==> src/rtl/core/i2cme_pkg.sv <==
// ----------------------------------------------------------------------------
// i2cme_pkg - shared types and constants of the I2C master byte engine
// Command codes, segment counts and the state / result records.
// ----------------------------------------------------------------------------
package i2cme_pkg;

	localparam int BITS_PER_BYTE = 8;
	localparam int DATA_SEGS     = 2 * BITS_PER_BYTE;
	localparam int BYTE_SEGS     = DATA_SEGS + 3;
	localparam int PHASE_W       = 5;
	localparam int TICK_W        = 16;

	localparam logic [1:0] CMD_START = 2'd0;
	localparam logic [1:0] CMD_STOP  = 2'd1;
	localparam logic [1:0] CMD_WRITE = 2'd2;
	localparam logic [1:0] CMD_READ  = 2'd3;

	localparam logic [PHASE_W-1:0] PHASE_IDLE = '0;

	localparam logic [2:0] ADDR_HALF_PERIOD = 3'd0;
	localparam logic [TICK_W-1:0] HALF_PERIOD_RESET = 16'd5;

	typedef struct packed {
		logic scl;
		logic sda;
		logic en;
	} lines_t;

	typedef struct packed {
		logic [PHASE_W-1:0] phase;
		logic [1:0]         cmd;
		logic [TICK_W-1:0]  tick;
		logic [7:0]         shift;
		logic [7:0]         rx;
		logic               ack_flag;
		logic               ack_to_send;
		lines_t             lines;
	} eng_state_t;

	typedef struct packed {
		logic       scl_level;
		logic       sda_level;
		logic       sda_drive_enable;
		logic       busy_res;
		logic       done_res;
		logic [7:0] rx_byte;
		logic       ack_seen;
	} result_t;

endpackage

==> src/rtl/core/i2cme_if.sv <==
// ----------------------------------------------------------------------------
// i2cme_cmd_if / i2cme_res_if - valid/ready channels of the byte engine
// Command tick channel in, line/status result channel out.
// ----------------------------------------------------------------------------
interface i2cme_cmd_if;
	logic       valid;
	logic       ready;
	logic       cmd_valid;
	logic [1:0] command;
	logic [7:0] tx_byte;
	logic       send_ack;
	logic       sda_in;

	modport source (output valid, cmd_valid, command, tx_byte, send_ack, sda_in,
		input ready);
	modport sink (input valid, cmd_valid, command, tx_byte, send_ack, sda_in,
		output ready);
endinterface

interface i2cme_res_if;
	logic       valid;
	logic       ready;
	logic       scl_level;
	logic       sda_level;
	logic       sda_drive_enable;
	logic       busy_res;
	logic       done_res;
	logic [7:0] rx_byte;
	logic       ack_seen;

	modport source (output valid, scl_level, sda_level, sda_drive_enable, busy_res,
		done_res, rx_byte, ack_seen, input ready);
	modport sink (input valid, scl_level, sda_level, sda_drive_enable, busy_res,
		done_res, rx_byte, ack_seen, output ready);
endinterface

==> src/rtl/core/i2cme_step.sv <==
// ----------------------------------------------------------------------------
// i2cme_step - next-state logic for one engine tick
// Segment sequencing, bit shifting, sampling and line levels.
// ----------------------------------------------------------------------------
module i2cme_step (
	input  i2cme_pkg::eng_state_t              cur,
	input  logic [i2cme_pkg::TICK_W-1:0]       half_period,
	input  logic                               cmd_valid,
	input  logic [1:0]                         command,
	input  logic [7:0]                         tx_byte,
	input  logic                               send_ack,
	input  logic                               sda_in,
	output i2cme_pkg::eng_state_t              nxt,
	output i2cme_pkg::result_t                 result
);

	// line levels for segment seg (from 1) of command c
	function automatic i2cme_pkg::lines_t seg_lines(
		input logic [i2cme_pkg::PHASE_W-1:0] seg,
		input logic [1:0]                    c,
		input logic                          msb,
		input logic                          ats
	);
		i2cme_pkg::lines_t l;
		logic hi;
		logic ackl;
		hi   = ~seg[0];
		ackl = ~ats;
		if (c == i2cme_pkg::CMD_START) begin
			l = '{scl: 1'b1, sda: (seg == 5'd1), en: 1'b1};
		end else if (c == i2cme_pkg::CMD_STOP) begin
			l = '{scl: 1'b1, sda: (seg != 5'd1), en: 1'b1};
		end else if (seg <= i2cme_pkg::PHASE_W'(i2cme_pkg::DATA_SEGS)) begin
			if (c == i2cme_pkg::CMD_WRITE) l = '{scl: hi, sda: msb, en: 1'b1};
			else                           l = '{scl: hi, sda: 1'b1, en: 1'b0};
		end else if (seg <= i2cme_pkg::PHASE_W'(i2cme_pkg::DATA_SEGS + 2)) begin
			if (c == i2cme_pkg::CMD_WRITE) l = '{scl: hi, sda: 1'b1, en: 1'b0};
			else                           l = '{scl: hi, sda: ackl, en: 1'b1};
		end else begin
			if (c == i2cme_pkg::CMD_WRITE) l = '{scl: 1'b0, sda: 1'b1, en: 1'b0};
			else                           l = '{scl: 1'b0, sda: ackl, en: 1'b1};
		end
		return l;
	endfunction

	logic [i2cme_pkg::TICK_W-1:0]  hp;
	logic [i2cme_pkg::PHASE_W-1:0] phase_inc;
	logic [i2cme_pkg::PHASE_W-1:0] seg_total;
	logic                          done;

	assign hp        = (half_period == '0) ? i2cme_pkg::TICK_W'(1) : half_period;
	assign phase_inc = cur.phase + 5'd1;
	assign seg_total = (cur.cmd == i2cme_pkg::CMD_START || cur.cmd == i2cme_pkg::CMD_STOP)
		? 5'd2 : i2cme_pkg::PHASE_W'(i2cme_pkg::BYTE_SEGS);

	always_comb begin
		nxt  = cur;
		done = 1'b0;
		if (cur.phase == i2cme_pkg::PHASE_IDLE) begin
			if (cmd_valid) begin
				nxt.cmd         = command;
				nxt.ack_to_send = send_ack;
				nxt.shift       = (command == i2cme_pkg::CMD_WRITE) ? tx_byte : 8'd0;
				nxt.phase       = 5'd1;
				nxt.tick        = i2cme_pkg::TICK_W'(1);
				nxt.lines       = seg_lines(5'd1, command, nxt.shift[7], send_ack);
			end
		end else if (cur.tick >= hp) begin
			// leaving a write data high segment: next bit
			if (cur.cmd == i2cme_pkg::CMD_WRITE && !cur.phase[0]
				&& cur.phase <= i2cme_pkg::PHASE_W'(i2cme_pkg::DATA_SEGS)) begin
				nxt.shift = {cur.shift[6:0], 1'b0};
			end
			nxt.tick = i2cme_pkg::TICK_W'(1);
			if (phase_inc > seg_total) begin
				if (cur.cmd == i2cme_pkg::CMD_STOP)
					nxt.lines = '{scl: 1'b1, sda: 1'b1, en: 1'b1};
				else
					nxt.lines = '{scl: 1'b0, sda: 1'b0, en: 1'b1};
				if (cur.cmd == i2cme_pkg::CMD_READ) nxt.rx = cur.shift;
				nxt.phase = i2cme_pkg::PHASE_IDLE;
				nxt.tick  = '0;
				done      = 1'b1;
			end else begin
				nxt.phase = phase_inc;
				nxt.lines = seg_lines(phase_inc, cur.cmd, nxt.shift[7], cur.ack_to_send);
			end
		end else begin
			nxt.tick = cur.tick + i2cme_pkg::TICK_W'(1);
		end

		// sample on the last tick of a sampled high segment
		if (nxt.phase != i2cme_pkg::PHASE_IDLE && nxt.tick >= hp) begin
			if (nxt.cmd == i2cme_pkg::CMD_READ && !nxt.phase[0]
				&& nxt.phase <= i2cme_pkg::PHASE_W'(i2cme_pkg::DATA_SEGS))
				nxt.shift = {nxt.shift[6:0], sda_in};
			if (nxt.cmd == i2cme_pkg::CMD_WRITE
				&& nxt.phase == i2cme_pkg::PHASE_W'(i2cme_pkg::DATA_SEGS + 2))
				nxt.ack_flag = ~sda_in;
		end

		result.scl_level        = nxt.lines.scl;
		result.sda_level        = nxt.lines.sda;
		result.sda_drive_enable = nxt.lines.en;
		result.busy_res         = (nxt.phase != i2cme_pkg::PHASE_IDLE);
		result.done_res         = done;
		result.rx_byte          = nxt.rx;
		result.ack_seen         = nxt.ack_flag;
	end

endmodule

==> src/rtl/core/i2c_master_byte_engine.sv <==
// ----------------------------------------------------------------------------
// i2c_master_byte_engine - tick-driven I2C master byte engine
// Start, stop, byte write and byte read with bus levels produced per tick.
// ----------------------------------------------------------------------------
//  channel  dir  handshake       transaction
//  cmd      in   valid/ready     one bus tick: command request + sampled SDA
//  res      out  valid/ready     SCL/SDA levels, busy, done, rx byte, ack
//  apb      in   psel/penable    half_period_ticks at byte address 0
//
//  One transaction in gives one transaction out. A tick is taken every clock
//  while cmd.ready is high; the state update is one combinational pass into the
//  state registers and the result register, so the result is out in the cycle after.
//  The result register frees itself in the cycle it is read, so cmd.ready
//  drops only while a result waits and res.ready is low.
//  arst_n clears the engine to idle with SCL high, SDA high and driven,
//  and loads half_period_ticks with 5.
// ----------------------------------------------------------------------------
module i2c_master_byte_engine (
	input  logic                 clk,
	input  logic                 arst_n,
	i2cme_cmd_if.sink            cmd,
	i2cme_res_if.source          res,
	input  logic                 psel,
	input  logic                 penable,
	input  logic                 pwrite,
	input  logic [2:0]           paddr,
	input  logic [31:0]          pwdata,
	output logic [31:0]          prdata,
	output logic                 pready
);

	// config register
	logic [i2cme_pkg::TICK_W-1:0] half_period_q;
	logic                         hp_sel;

	assign pready = 1'b1;
	// word index is paddr[2]; any byte within word 0 selects the register
	assign hp_sel = (paddr[2] == i2cme_pkg::ADDR_HALF_PERIOD[2]);
	assign prdata = hp_sel ? {16'd0, half_period_q} : 32'd0;

	always_ff @(posedge clk or negedge arst_n) begin
		if (!arst_n) begin
			half_period_q <= i2cme_pkg::HALF_PERIOD_RESET;
		end else if (psel && penable && pwrite && hp_sel) begin
			half_period_q <= pwdata[i2cme_pkg::TICK_W-1:0];
		end
	end

	// engine state and result register
	i2cme_pkg::eng_state_t state_q;
	i2cme_pkg::eng_state_t state_nxt;
	i2cme_pkg::result_t    result_nxt;
	i2cme_pkg::result_t    res_q;
	logic                  res_valid_q;
	logic                  in_acc;

	assign cmd.ready = !res_valid_q || res.ready;
	assign in_acc    = cmd.valid && cmd.ready;

	i2cme_step u_step (
		.cur         (state_q),
		.half_period (half_period_q),
		.cmd_valid   (cmd.cmd_valid),
		.command     (cmd.command),
		.tx_byte     (cmd.tx_byte),
		.send_ack    (cmd.send_ack),
		.sda_in      (cmd.sda_in),
		.nxt         (state_nxt),
		.result      (result_nxt)
	);

	always_ff @(posedge clk or negedge arst_n) begin
		if (!arst_n) begin
			state_q.phase       <= i2cme_pkg::PHASE_IDLE;
			state_q.cmd         <= i2cme_pkg::CMD_START;
			state_q.tick        <= '0;
			state_q.shift       <= '0;
			state_q.rx          <= '0;
			state_q.ack_flag    <= 1'b0;
			state_q.ack_to_send <= 1'b0;
			state_q.lines       <= '{scl: 1'b1, sda: 1'b1, en: 1'b1};
			res_valid_q         <= 1'b0;
		end else if (in_acc) begin
			state_q     <= state_nxt;
			res_valid_q <= 1'b1;
		end else if (res.ready) begin
			res_valid_q <= 1'b0;
		end
	end

	always_ff @(posedge clk) begin
		if (in_acc) res_q <= result_nxt;
	end

	assign res.valid            = res_valid_q;
	assign res.scl_level        = res_q.scl_level;
	assign res.sda_level        = res_q.sda_level;
	assign res.sda_drive_enable = res_q.sda_drive_enable;
	assign res.busy_res         = res_q.busy_res;
	assign res.done_res         = res_q.done_res;
	assign res.rx_byte          = res_q.rx_byte;
	assign res.ack_seen         = res_q.ack_seen;

	// checks
	a_phase_range: assert property (@(posedge clk) disable iff (!arst_n)
		state_q.phase <= i2cme_pkg::PHASE_W'(i2cme_pkg::BYTE_SEGS))
		else $error("phase beyond last segment");

	a_idle_tick: assert property (@(posedge clk) disable iff (!arst_n)
		state_q.phase == i2cme_pkg::PHASE_IDLE |-> state_q.tick == '0)
		else $error("tick counter running while idle");

	a_start_cmd: assert property (@(posedge clk) disable iff (!arst_n)
		in_acc && cmd.cmd_valid && state_q.phase == i2cme_pkg::PHASE_IDLE
		|=> state_q.phase == 5'd1 && res.busy_res && !res.done_res)
		else $error("idle engine did not take command");

	a_done_idle: assert property (@(posedge clk) disable iff (!arst_n)
		res_valid_q && res_q.done_res |-> !res_q.busy_res
		&& state_q.phase == i2cme_pkg::PHASE_IDLE)
		else $error("done reported while busy");

endmodule
==> src/flat_wrapper.sv <==
// flat-port wrapper written by rule: the top's interface ports become plain ports
module i2c_master_byte_engine_flat 
  (clk, arst_n, psel, penable, pwrite, paddr, pwdata, prdata, pready, cmd_valid, cmd_cmd_valid, cmd_command, cmd_tx_byte, cmd_send_ack, cmd_sda_in, cmd_ready, res_valid, res_scl_level, res_sda_level, res_sda_drive_enable, res_busy_res, res_done_res, res_rx_byte, res_ack_seen, res_ready);
  i2cme_cmd_if cmd_i ();
  i2cme_res_if res_i ();
  input  logic clk;
  input  logic arst_n;
  input  logic psel;
  input  logic penable;
  input  logic pwrite;
  input  logic [2:0] paddr;
  input  logic [31:0] pwdata;
  output logic [31:0] prdata;
  output logic pready;
  input wire logic [$bits(cmd_i.valid)-1:0] cmd_valid;
  input wire logic [$bits(cmd_i.cmd_valid)-1:0] cmd_cmd_valid;
  input wire logic [$bits(cmd_i.command)-1:0] cmd_command;
  input wire logic [$bits(cmd_i.tx_byte)-1:0] cmd_tx_byte;
  input wire logic [$bits(cmd_i.send_ack)-1:0] cmd_send_ack;
  input wire logic [$bits(cmd_i.sda_in)-1:0] cmd_sda_in;
  output wire logic [$bits(cmd_i.ready)-1:0] cmd_ready;
  output wire logic [$bits(res_i.valid)-1:0] res_valid;
  output wire logic [$bits(res_i.scl_level)-1:0] res_scl_level;
  output wire logic [$bits(res_i.sda_level)-1:0] res_sda_level;
  output wire logic [$bits(res_i.sda_drive_enable)-1:0] res_sda_drive_enable;
  output wire logic [$bits(res_i.busy_res)-1:0] res_busy_res;
  output wire logic [$bits(res_i.done_res)-1:0] res_done_res;
  output wire logic [$bits(res_i.rx_byte)-1:0] res_rx_byte;
  output wire logic [$bits(res_i.ack_seen)-1:0] res_ack_seen;
  input wire logic [$bits(res_i.ready)-1:0] res_ready;
  assign cmd_i.valid = cmd_valid;
  assign cmd_i.cmd_valid = cmd_cmd_valid;
  assign cmd_i.command = cmd_command;
  assign cmd_i.tx_byte = cmd_tx_byte;
  assign cmd_i.send_ack = cmd_send_ack;
  assign cmd_i.sda_in = cmd_sda_in;
  assign cmd_ready = cmd_i.ready;
  assign res_valid = res_i.valid;
  assign res_scl_level = res_i.scl_level;
  assign res_sda_level = res_i.sda_level;
  assign res_sda_drive_enable = res_i.sda_drive_enable;
  assign res_busy_res = res_i.busy_res;
  assign res_done_res = res_i.done_res;
  assign res_rx_byte = res_i.rx_byte;
  assign res_ack_seen = res_i.ack_seen;
  assign res_i.ready = res_ready;
  i2c_master_byte_engine u_core (.clk(clk), .arst_n(arst_n), .cmd(cmd_i), .res(res_i), .psel(psel), .penable(penable), .pwrite(pwrite), .paddr(paddr), .pwdata(pwdata), .prdata(prdata), .pready(pready));
endmodule
==> config.mk <==
export PLATFORM = sky130hd
export DESIGN_NAME = i2c_master_byte_engine_flat
export DESIGN_NICKNAME = d
export VERILOG_FILES = /design/src/rtl/core/i2cme_pkg.sv /design/src/rtl/core/i2cme_if.sv /design/src/rtl/core/i2cme_step.sv /design/src/rtl/core/i2c_master_byte_engine.sv /design/src/flat_wrapper.sv
export SDC_FILE = /design/constraint.sdc
export NUM_CORES = 1
export LEC_CHECK = 0
export BUFFER_PORTS_ARGS = -buffer_cell sky130_fd_sc_hd__buf_2
export CORE_MARGIN = 2
export CORE_UTILIZATION = 56
export CTS_CLUSTER_DIAMETER = 50
export CTS_CLUSTER_SIZE = 30
export DETAILED_ROUTE_END_ITERATION = 16
export PLACE_DENSITY = 0.86
export SKIP_LAST_GASP = 1
export SLEW_MARGIN = 20
export SYNTH_ARGS = -nofsm -noshare
export SYNTH_HDL_FRONTEND = slang
export SYNTH_SLANG_ARGS = --single-unit
==> constraint.sdc <==
create_clock -name clk -period 6.1 [get_ports clk]
set_input_delay 0.305 -clock clk [delete_from_list [all_inputs] [get_ports clk]]
set_output_delay 0.305 -clock clk [all_outputs]
set_load 0.02 [all_outputs]
### Word level (Yosys, flattened, before mapping)

Cells that the tools add are included.

| word-level totals | value |
|---|---|
| register bits after elaboration | 75 |
| latch bits | 0 |
| memory bits (writable) | 0 |
| memory bits (read-only) | 0 |
| bits of input ports | 55 |
| logic and storage cells | 105 |
| memories | 0 |

| operators by class | value |
|---|---|
| $add $sub $neg | 2 |
| $mul | 0 |
| div/mod/pow operators | 0 |
| $lt $le $gt $ge | 7 |
| equality and inequality tests | 10 |
| shift-type cells | 0 |
| mux-type cells | 39 |
| bitwise operators | 5 |
| reductions and logical operators | 23 |

Operator list:

| operator | count |
|---|---|
| $mux W16 | 4 |
| $mux W8 | 7 |
| $mux W3 | 11 |
| $ge A16 B16 Y1 | 2 |
| $mux W31 | 1 |
| $mux W24 | 1 |
| $le A5 B5 Y1 const B | 4 |
| $mux W5 | 4 |
| $add A16 B1 Y16 const B | 1 |
| $logic_not A16 Y1 | 1 |
| $eq A2 B2 Y1 const B | 5 |
| $logic_and A1 B1 Y1 | 10 |
| $mux W2 | 5 |
| $mux W1 | 6 |
| $add A5 B1 Y5 const B | 1 |
| $eq A5 B1 Y1 const B | 1 |
| $eq A5 B5 Y1 const B | 1 |
| $gt A5 B5 Y1 | 1 |
| $logic_not A5 Y1 | 1 |
| $ne A5 B1 Y1 const B | 1 |
| $not A1 Y1 | 5 |
| $reduce_bool A5 Y1 | 1 |
| $eq A2 B1 Y1 const B | 2 |
| $logic_not A2 Y1 | 2 |
| other kinds (5) | 8 |

### Depth between registers and ports, before layout

Gate-level depths: netlist of run 1.

| logic depth | value |
|---|---|
| depth in word-level cells | 12 |
| mapped depth | 23 |

### By module

A second synthesis of run 1 with hierarchy kept.

| unflattened totals | value |
|---|---|
| cell total of the unflattened synthesis | 518 |
| area, all modules | 5,371.4 µm² |

Modules (own cells, without submodules):

| module | instances | cells an instance | area an instance (µm²) | sequential area each (µm²) |
|---|---|---|---|---|
| i2c_master_byte_engine | 1 | 181 | 3,012.9 | 1,953.1 |
| i2cme_step | 1 | 337 | 2,358.5 | 0.0 |

### Worst setup path before layout of run 1

OpenSTA, ideal clock, no wires.

| timing path | value |
|---|---|
| path kind | register -> register |
| from | reg u_core.half_period_q[8] (netlist name) |
| to | reg u_core.state_q[18] (netlist name) |
| setup time | 0.126 ns |
| arrival | 4.563 ns |
| required time | 5.974 ns |
| setup slack | 1.411 ns |
| cell stages (with the launch flop) | 22 |
| buffers on the path | 2 |
| cells stage by stage | dfrtp_1 -> nor4_1 -> a41o_1 -> ha_1 -> nor2b_1 -> o211a_1 -> o311ai_2 -> nand3_1 -> clkbuf_1 -> clkbuf_1 -> nor2_1 -> nand2_1 -> o21ai_0 -> ha_1 -> a211o_1 -> o2111ai_1 -> a311oi_1 -> o22ai_1 -> or2_2 -> a311oi_4 -> nor2_2 -> a221o_1 |

RTL lines:

| item | line | text |
|---|---|---|
| from (decl) | i2c_master_byte_engine.sv:33 | `logic [i2cme_pkg::TICK_W-1:0] half_period_q;` |
| from (signal assigned) | i2c_master_byte_engine.sv:43 | `half_period_q <= i2cme_pkg::HALF_PERIOD_RESET;` |
| from (signal assigned) | i2c_master_byte_engine.sv:45 | `half_period_q <= pwdata[i2cme_pkg::TICK_W-1:0];` |
| to (signal assigned) | i2c_master_byte_engine.sv:84 | `state_q <= state_nxt;` |
| to (decl) | i2c_master_byte_engine.sv:50 | `i2cme_pkg::eng_state_t state_q;` |

==> flow_summary.json, run 1 <==
{
  "cts.root.buffer_cell": "clkbuf_8",
  "critPathMaxStageDelay_ps": 460,
  "worst-path-stages": 19,
  "portBuffers": 68,
  "grt_usage": 0.262,
  "first_pass_iters": 5,
  "grt_max_degree": 62,
  "drc_errors": 0,
  "path_buf_inv": 0,
  "cts_tree": "yes",
  "dpl.cell_count": 705,
  "avgSynthCellArea_um2": 9.54,
  "slew_headroom": 0.462,
  "first_iter_violations": 250,
  "endpoint": "u_core.state_q[18]",
  "final_common_cell": "buf_2",
  "final_cell_mix": "buf_2 (68), nand2_1 (61), dfrtp_1 (56)",
  "p_leak_uw": 0.00276,
  "fillCellCount": 757,
  "ys_seq_area_frac": 0.378,
  "synthToLayoutAreaGrowth_pct": 11.5,
  "numCtsBuffers": 9,
  "reg2regPathDepth": 19,
  "status": "completed",
  "stdcell_count": 721,
  "nets": 699,
  "r2r_slack_ps": 700,
  "startpoint_type": "register",
  "cp.arrival_ps": 5640,
  "dieArea_um2": 10000,
  "critPathCaptureType": "register",
  "grt_pass1_vias": 4442,
  "hold_path.class": "in2async",
  "core-area_um2": 9110,
  "start_util": 0.567,
  "synth_seq_cells": 75,
  "clk_pin_slew_worst_paths_ps": 90,
  "finClkSkew_ps": 15.2,
  "num_io_pins": 104,
  "synth_edf_count": 14,
  "hold_viol_final": 0,
  "maxCapViolCount": 0,
  "syn_inst": 541,
  "cp_data_required_time_ps": 6340,
  "crit_chain": "nor4_1, a41o_1, ha_1, a31oi_1, nor2b_1, o311ai_2, nand3_1, nor2_1, nand2_1, o21ai_0, ha_1, and4_1, o21ai_0, a311oi_1, o22ai_1, or2_2, a311oi_4, nor2_2, a221o_1",
  "vias": 4415,
  "peakVddDrop_mv": 0.217,
  "worst_pin_slew_ps": 802,
  "crit_path_max_fanout": 8,
  "clock_sinks": 75,
  "postPlaceCellArea_um2": 5540,
  "routed_wirelength_mm": 12.6,
  "setup_viol_count_final": 0,
  "ctsHtreeMaxLevel": 3,
  "fin_tns_setup_ps": 0,
  "cpMaxStageDelayCell": "nor2_1",
  "grt_pass1_wl_mm": 21.0,
  "routed_via_density": 6.12,
  "grt.overflow.total": 0,
  "ys_types": 74,
  "synth_warnings": 0,
  "synth-main-ff-cell": "dfrtp_1",
  "rr_startpoint": "u_core.half_period_q[8]",
  "cts_setup_buffers": 0,
  "drive_above_1_share": 0.259,
  "ctsResizeCount": 0,
  "holdBufCountCts": 0,
  "pwr_density_cell_nw_per_um2": 379,
  "clk_latency_ps": 370,
  "ant_nets": 0,
  "synth_area_um2": 5160,
  "n_antenna_cell": 0,
  "rsz0062_at_grt": "no",
  "clock_path_buffers": 2,
  "crit_start": "u_core.half_period_q[8]",
  "drv_slew": 0,
  "clock.fmax_mhz": 185,
  "period_minus_slack_ps": 5400,
  "post-route-cell-area_um2": 5760,
  "wl_per_cell_um": 17.5,
  "place_congestion": 0.911,
  "dieHeight_um": 100,
  "synthArstFlopShare": 0.813,
  "rows": 35,
  "crit_family": "compound AO/OA/AOI/OAI gates",
  "dp_hpwl_mm": 9.20,
  "worstSetupPathType": "reg2reg",
  "grt_antenna_before_repair": 0,
  "fin_crit_sh": 0.885,
  "r2r_end": "u_core.state_q[18]",
  "die_x_um": 100
}
power by group:
part / total [uW] / internal, uW / switching, uW / leakage, uW
Clock: 437 / 232 / 205 / 0.000107
Sequential: 784 / 642 / 142 / 0.000892
Combinational: 960 / 388 / 572 / 0.00177
Total: 2180 / 1260 / 919 / 0.00276
area by class of cell:
class	count	area (um^2)	share of cell area
Multi-Input combinational cell	421	2970	0.516
Sequential cell	75	1950	0.339
Timing Repair Buffer	74	385	0.0669
Tap cell	111	139	0.0241
Clock buffer	10	128	0.0222
Clock inverter	6	90.1	0.0156
Inverter	24	90.1	0.0156
synth_stat cells, drive strengths merged, types with 2 or more instances:
library cell   n  share of area
o21ai         32          0.031
a22o           2         0.0034
mux2i          4         0.0078
nor2b          4         0.0048
a31oi          8          0.013
dfstp          5          0.025
a22oi          5         0.0082
a21o           8          0.012
buf           20          0.028
and3          14          0.017
a211o          2         0.0034
clkbuf        16          0.012
o31ai          2         0.0029
and2           4         0.0048
xor2           6          0.010
and4           4         0.0068
dfrtp         56           0.27
nand3         13          0.013
mux2          44          0.096
a311oi         2         0.0068
nand2b         6         0.0073
nor3           4         0.0048
a21boi         7          0.010
edfxtp        14          0.081
nor2          46          0.034
nand3b         2         0.0029
inv           24          0.017
o211ai         3         0.0044
a21oi         24          0.023
o22ai          4         0.0048
ha            39          0.095
a211oi         2         0.0029
a221oi         2         0.0046
a32oi          3         0.0065
nand4          9          0.011
or3            3         0.0036
nor4           5         0.0073
conb           2         0.0015
a221o          6          0.012
o311ai         2         0.0048
nand2         62          0.046
or4            2         0.0036
or2            2         0.0024
per-layer routing:
layer	global-route usage	share of wire
met5	0	0
met4	0.0780	0.014
met3	0.0404	0.055
met2	0.477	0.51
met1	0.320	0.42
cells by family (layout without fill, tap and decap cells):
kind of cell    after synthesis  in the layout  share of synthesized area
fa+ha+maj                    39             39                     0.0945
xor+xnor                      7              7                     0.0119
compound gates              125            125                      0.175
other cells                   2             17                    0.00146
mux                          48             48                      0.104
flops                        75             75                      0.378
simple gates                185            185                      0.178
buf+inv                      60            114                     0.0570
state kept, by name, indices dropped and copies added, names as in the netlist:
register,count
u_core.half_period_q,16
u_core.res.busy_res,1
u_core.res.done_res,1
u_core.state_q,44
u_core.res.sda_level,1
u_core.res.ack_seen,1
u_core.res.valid,1
u_core.res.rx_byte,8
u_core.res.sda_drive_enable,1
u_core.res.scl_level,1
stage by stage:
step	hold slack, ps	util	total power, uW	setup slack [ps]
after floorplan	9.41	-	1470	1410
after global placement	481	0.608	1670	977
after detailed placement	494	0.608	1730	807
after CTS	133	0.632	2170	740
after global routing	157	0.632	2330	227
final	110	0.632	2180	701
worst min path at each step:
stage,from,to,slack [ps],cells past startpoint
6_report,arst_n,u_core.state_q[37],110,2
5_1_grt,cmd_sda_in,u_core.state_q[4],160,2
4_1_cts,arst_n,u_core.state_q[37],130,2
3_5_place_dp,u_core.state_q[12],u_core.state_q[12],490,1
3_3_place_gp,u_core.state_q[11],u_core.state_q[11],480,1
2_1_floorplan,arst_n,u_core.half_period_q[10],9,0
(Power assumes the default switching activity.)
==> run 2: changes to the inputs <==
--- a/config.mk
+++ b/config.mk
@@ -5,7 +5,7 @@
 export SDC_FILE = /design/constraint.sdc
 export NUM_CORES = 1
 export LEC_CHECK = 0
-export BUFFER_PORTS_ARGS = -buffer_cell sky130_fd_sc_hd__buf_2
+export BUFFER_PORTS_ARGS = -buffer_cell sky130_fd_sc_hd__buf_4
 export CORE_MARGIN = 2
 export CORE_UTILIZATION = 56
 export CTS_CLUSTER_DIAMETER = 50
==> flow_summary.json, run 2 (synthesized netlist as in run 1, its figures left out) <==
{
  "status": "completed",
  "pwr_density_cell_nw_per_um2": 371,
  "num_io_pins": 104,
  "p_total_uw": 2200,
  "p_sw_frac": 0.415,
  "stdcell_count": 720,
  "die_x_um": 100,
  "vias": 4446,
  "core-area_um2": 9110,
  "first_pass_iters": 5,
  "crit_path_max_fanout": 8,
  "dp_hpwl_mm": 9.00,
  "rows": 35,
  "first_iter_violations": 217,
  "wl_per_cell_um": 17.2,
  "grt_antenna_before_repair": 0,
  "synthToLayoutAreaGrowth_pct": 14.8,
  "comb_power_share": 0.444,
  "grt_usage": 0.256,
  "fillCellCount": 711,
  "slew_headroom": 0.438,
  "cts_setup_buffers": 0,
  "place_congestion": 0.918,
  "holdBufCountCts": 0,
  "hold_path.class": "in2async",
  "dieArea_um2": 10000,
  "clock_sinks": 75,
  "ctsHtreeMaxLevel": 3,
  "power.share.clock": 0.200,
  "dieHeight_um": 100,
  "p_seq_frac": 0.356,
  "cp_data_required_time_ps": 6350,
  "clk_pin_slew_worst_paths_ps": 90,
  "hold_ws_ps": 21.3,
  "fin_crit_sh": 0.887,
  "clock.fmax_mhz": 185,
  "setup_viol_count_final": 0,
  "grt_max_degree": 62,
  "routed_via_density": 6.18,
  "final_cell_mix": "buf_4 (73), nand2_1 (61), dfrtp_1 (56)",
  "critPathCaptureType": "register",
  "final_common_cell": "buf_4",
  "n_antenna_cell": 0,
  "cts.root.buffer_cell": "clkbuf_8",
  "startpoint_type": "register",
  "nets": 698,
  "hold_viol_final": 0,
  "period_minus_slack_ps": 5410,
  "clk_latency_ps": 360,
  "internal_power_uw": 1280,
  "ant_nets": 0,
  "portBuffers": 68,
  "max_flop_register": "u_core.state_q",
  "worst_pin_slew_ps": 839,
  "fin_tns_setup_ps": 0,
  "peakVddDrop_mv": 0.177,
  "ctsResizeCount": 0,
  "dpl.cell_count": 704,
  "largest_reg_flops": 44,
  "clock_path_buffers": 2,
  "cts_tree": "yes",
  "worstSetupPathType": "reg2reg",
  "drc_errors": 0,
  "maxCapViolCount": 0,
  "drv_slew": 0,
  "start_util": 0.567,
  "grt_pass1_wl_mm": 20.5,
  "grt_pass1_vias": 4295,
  "p_leak_uw": 0.00281,
  "grt.overflow.total": 0,
  "routed_wirelength_mm": 12.4,
  "power_switching_uw": 912,
  "finClkSkew_ps": 12.8,
  "rsz0062_at_grt": "no",
  "numCtsBuffers": 9,
  "cp.arrival_ps": 5660,
  "drive_above_1_share": 0.259
}
==> run 2: cell types whose count changed in the layout (fill, tap and decap cells not counted) <==
cell,before,now
buf_4,6,73
buf_2,68,0
clkbuf_1,1,0
inv_6,1,2
==> run 2: path summary, 6_finish.rpt <==
path / from / to / slack, ps / depth (start not counted)
max in group asynchronous: arst_n / u_core.state_q[41] / 5550 / 1
worst max register to register: u_core.half_period_q[8] / u_core.state_q[18] / 690 / 19
worst max-delay path: u_core.half_period_q[8] / u_core.state_q[18] / 690 / 19
min in group clk: cmd_sda_in / u_core.state_q[4] / 150 / 2
worst min-delay path: arst_n / u_core.state_q[8] / 20 / 1
worst min register to register: u_core.state_q[10] / u_core.state_q[10] / 510 / 1
==> run 2: per-stage QoR <==
step / instance area [um^2] / util / setup WS (ps)
finish: 5920 / 0.650 / 689
global route: 5920 / 0.650 / 279
CTS: 5920 / 0.650 / 753
detailed placement: 5700 / 0.626 / 757
global placement: 5700 / 0.626 / 963
floorplan: 5220 / - / 1410
==> run 2: final cells by class <==
class	count	area, um^2	share of cell area
well taps	111	139	0.0234
flip-flops and latches	75	1950	0.330
clock buffers	9	124	0.0209
inverters	24	90.1	0.0152
repair buffers	73	548	0.0925
multi-input cells	421	2970	0.502
clock inverters	7	98.8	0.0167
==> run 2: power groups by stage <==
stage	registers [uW]	logic [uW]	clock network [uW]
after floorplan	750	721	0
after global placement	778	914	0
after detailed placement	789	955	0
after CTS	778	966	445
after global routing	801	1080	463
final	781	975	440
==> run 2: layer usage <==
metal | share of wire | wire length [um] | track usage | vias to the layer above
li1 | - | - | - | 2079
met1 | 0.42 | 5220 | 0.332 | 2106
met2 | 0.48 | 5910 | 0.423 | 220
met3 | 0.066 | 813 | 0.0362 | 41
met4 | 0.035 | 428 | 0.128 | 0
met5 | 0 | 0 | 0 | -
==> run 2: worst max-delay path, cell delays in order, from the launching register on <==
cell and delay, ps:
dfrtp_1 400, nor4_1 370, a41o_1 300, ha_1 170, nor2b_1 40, o211a_1 210, o311ai_2 420, nand3_1 180
nor2_1 500, nand2_1 120, o21ai_0 270, ha_1 200, and4_1 190, o21ai_0 110, a311oi_1 390, o22ai_1 230
or2_2 350, a311oi_4 370, nor2_2 130, a221o_1 340
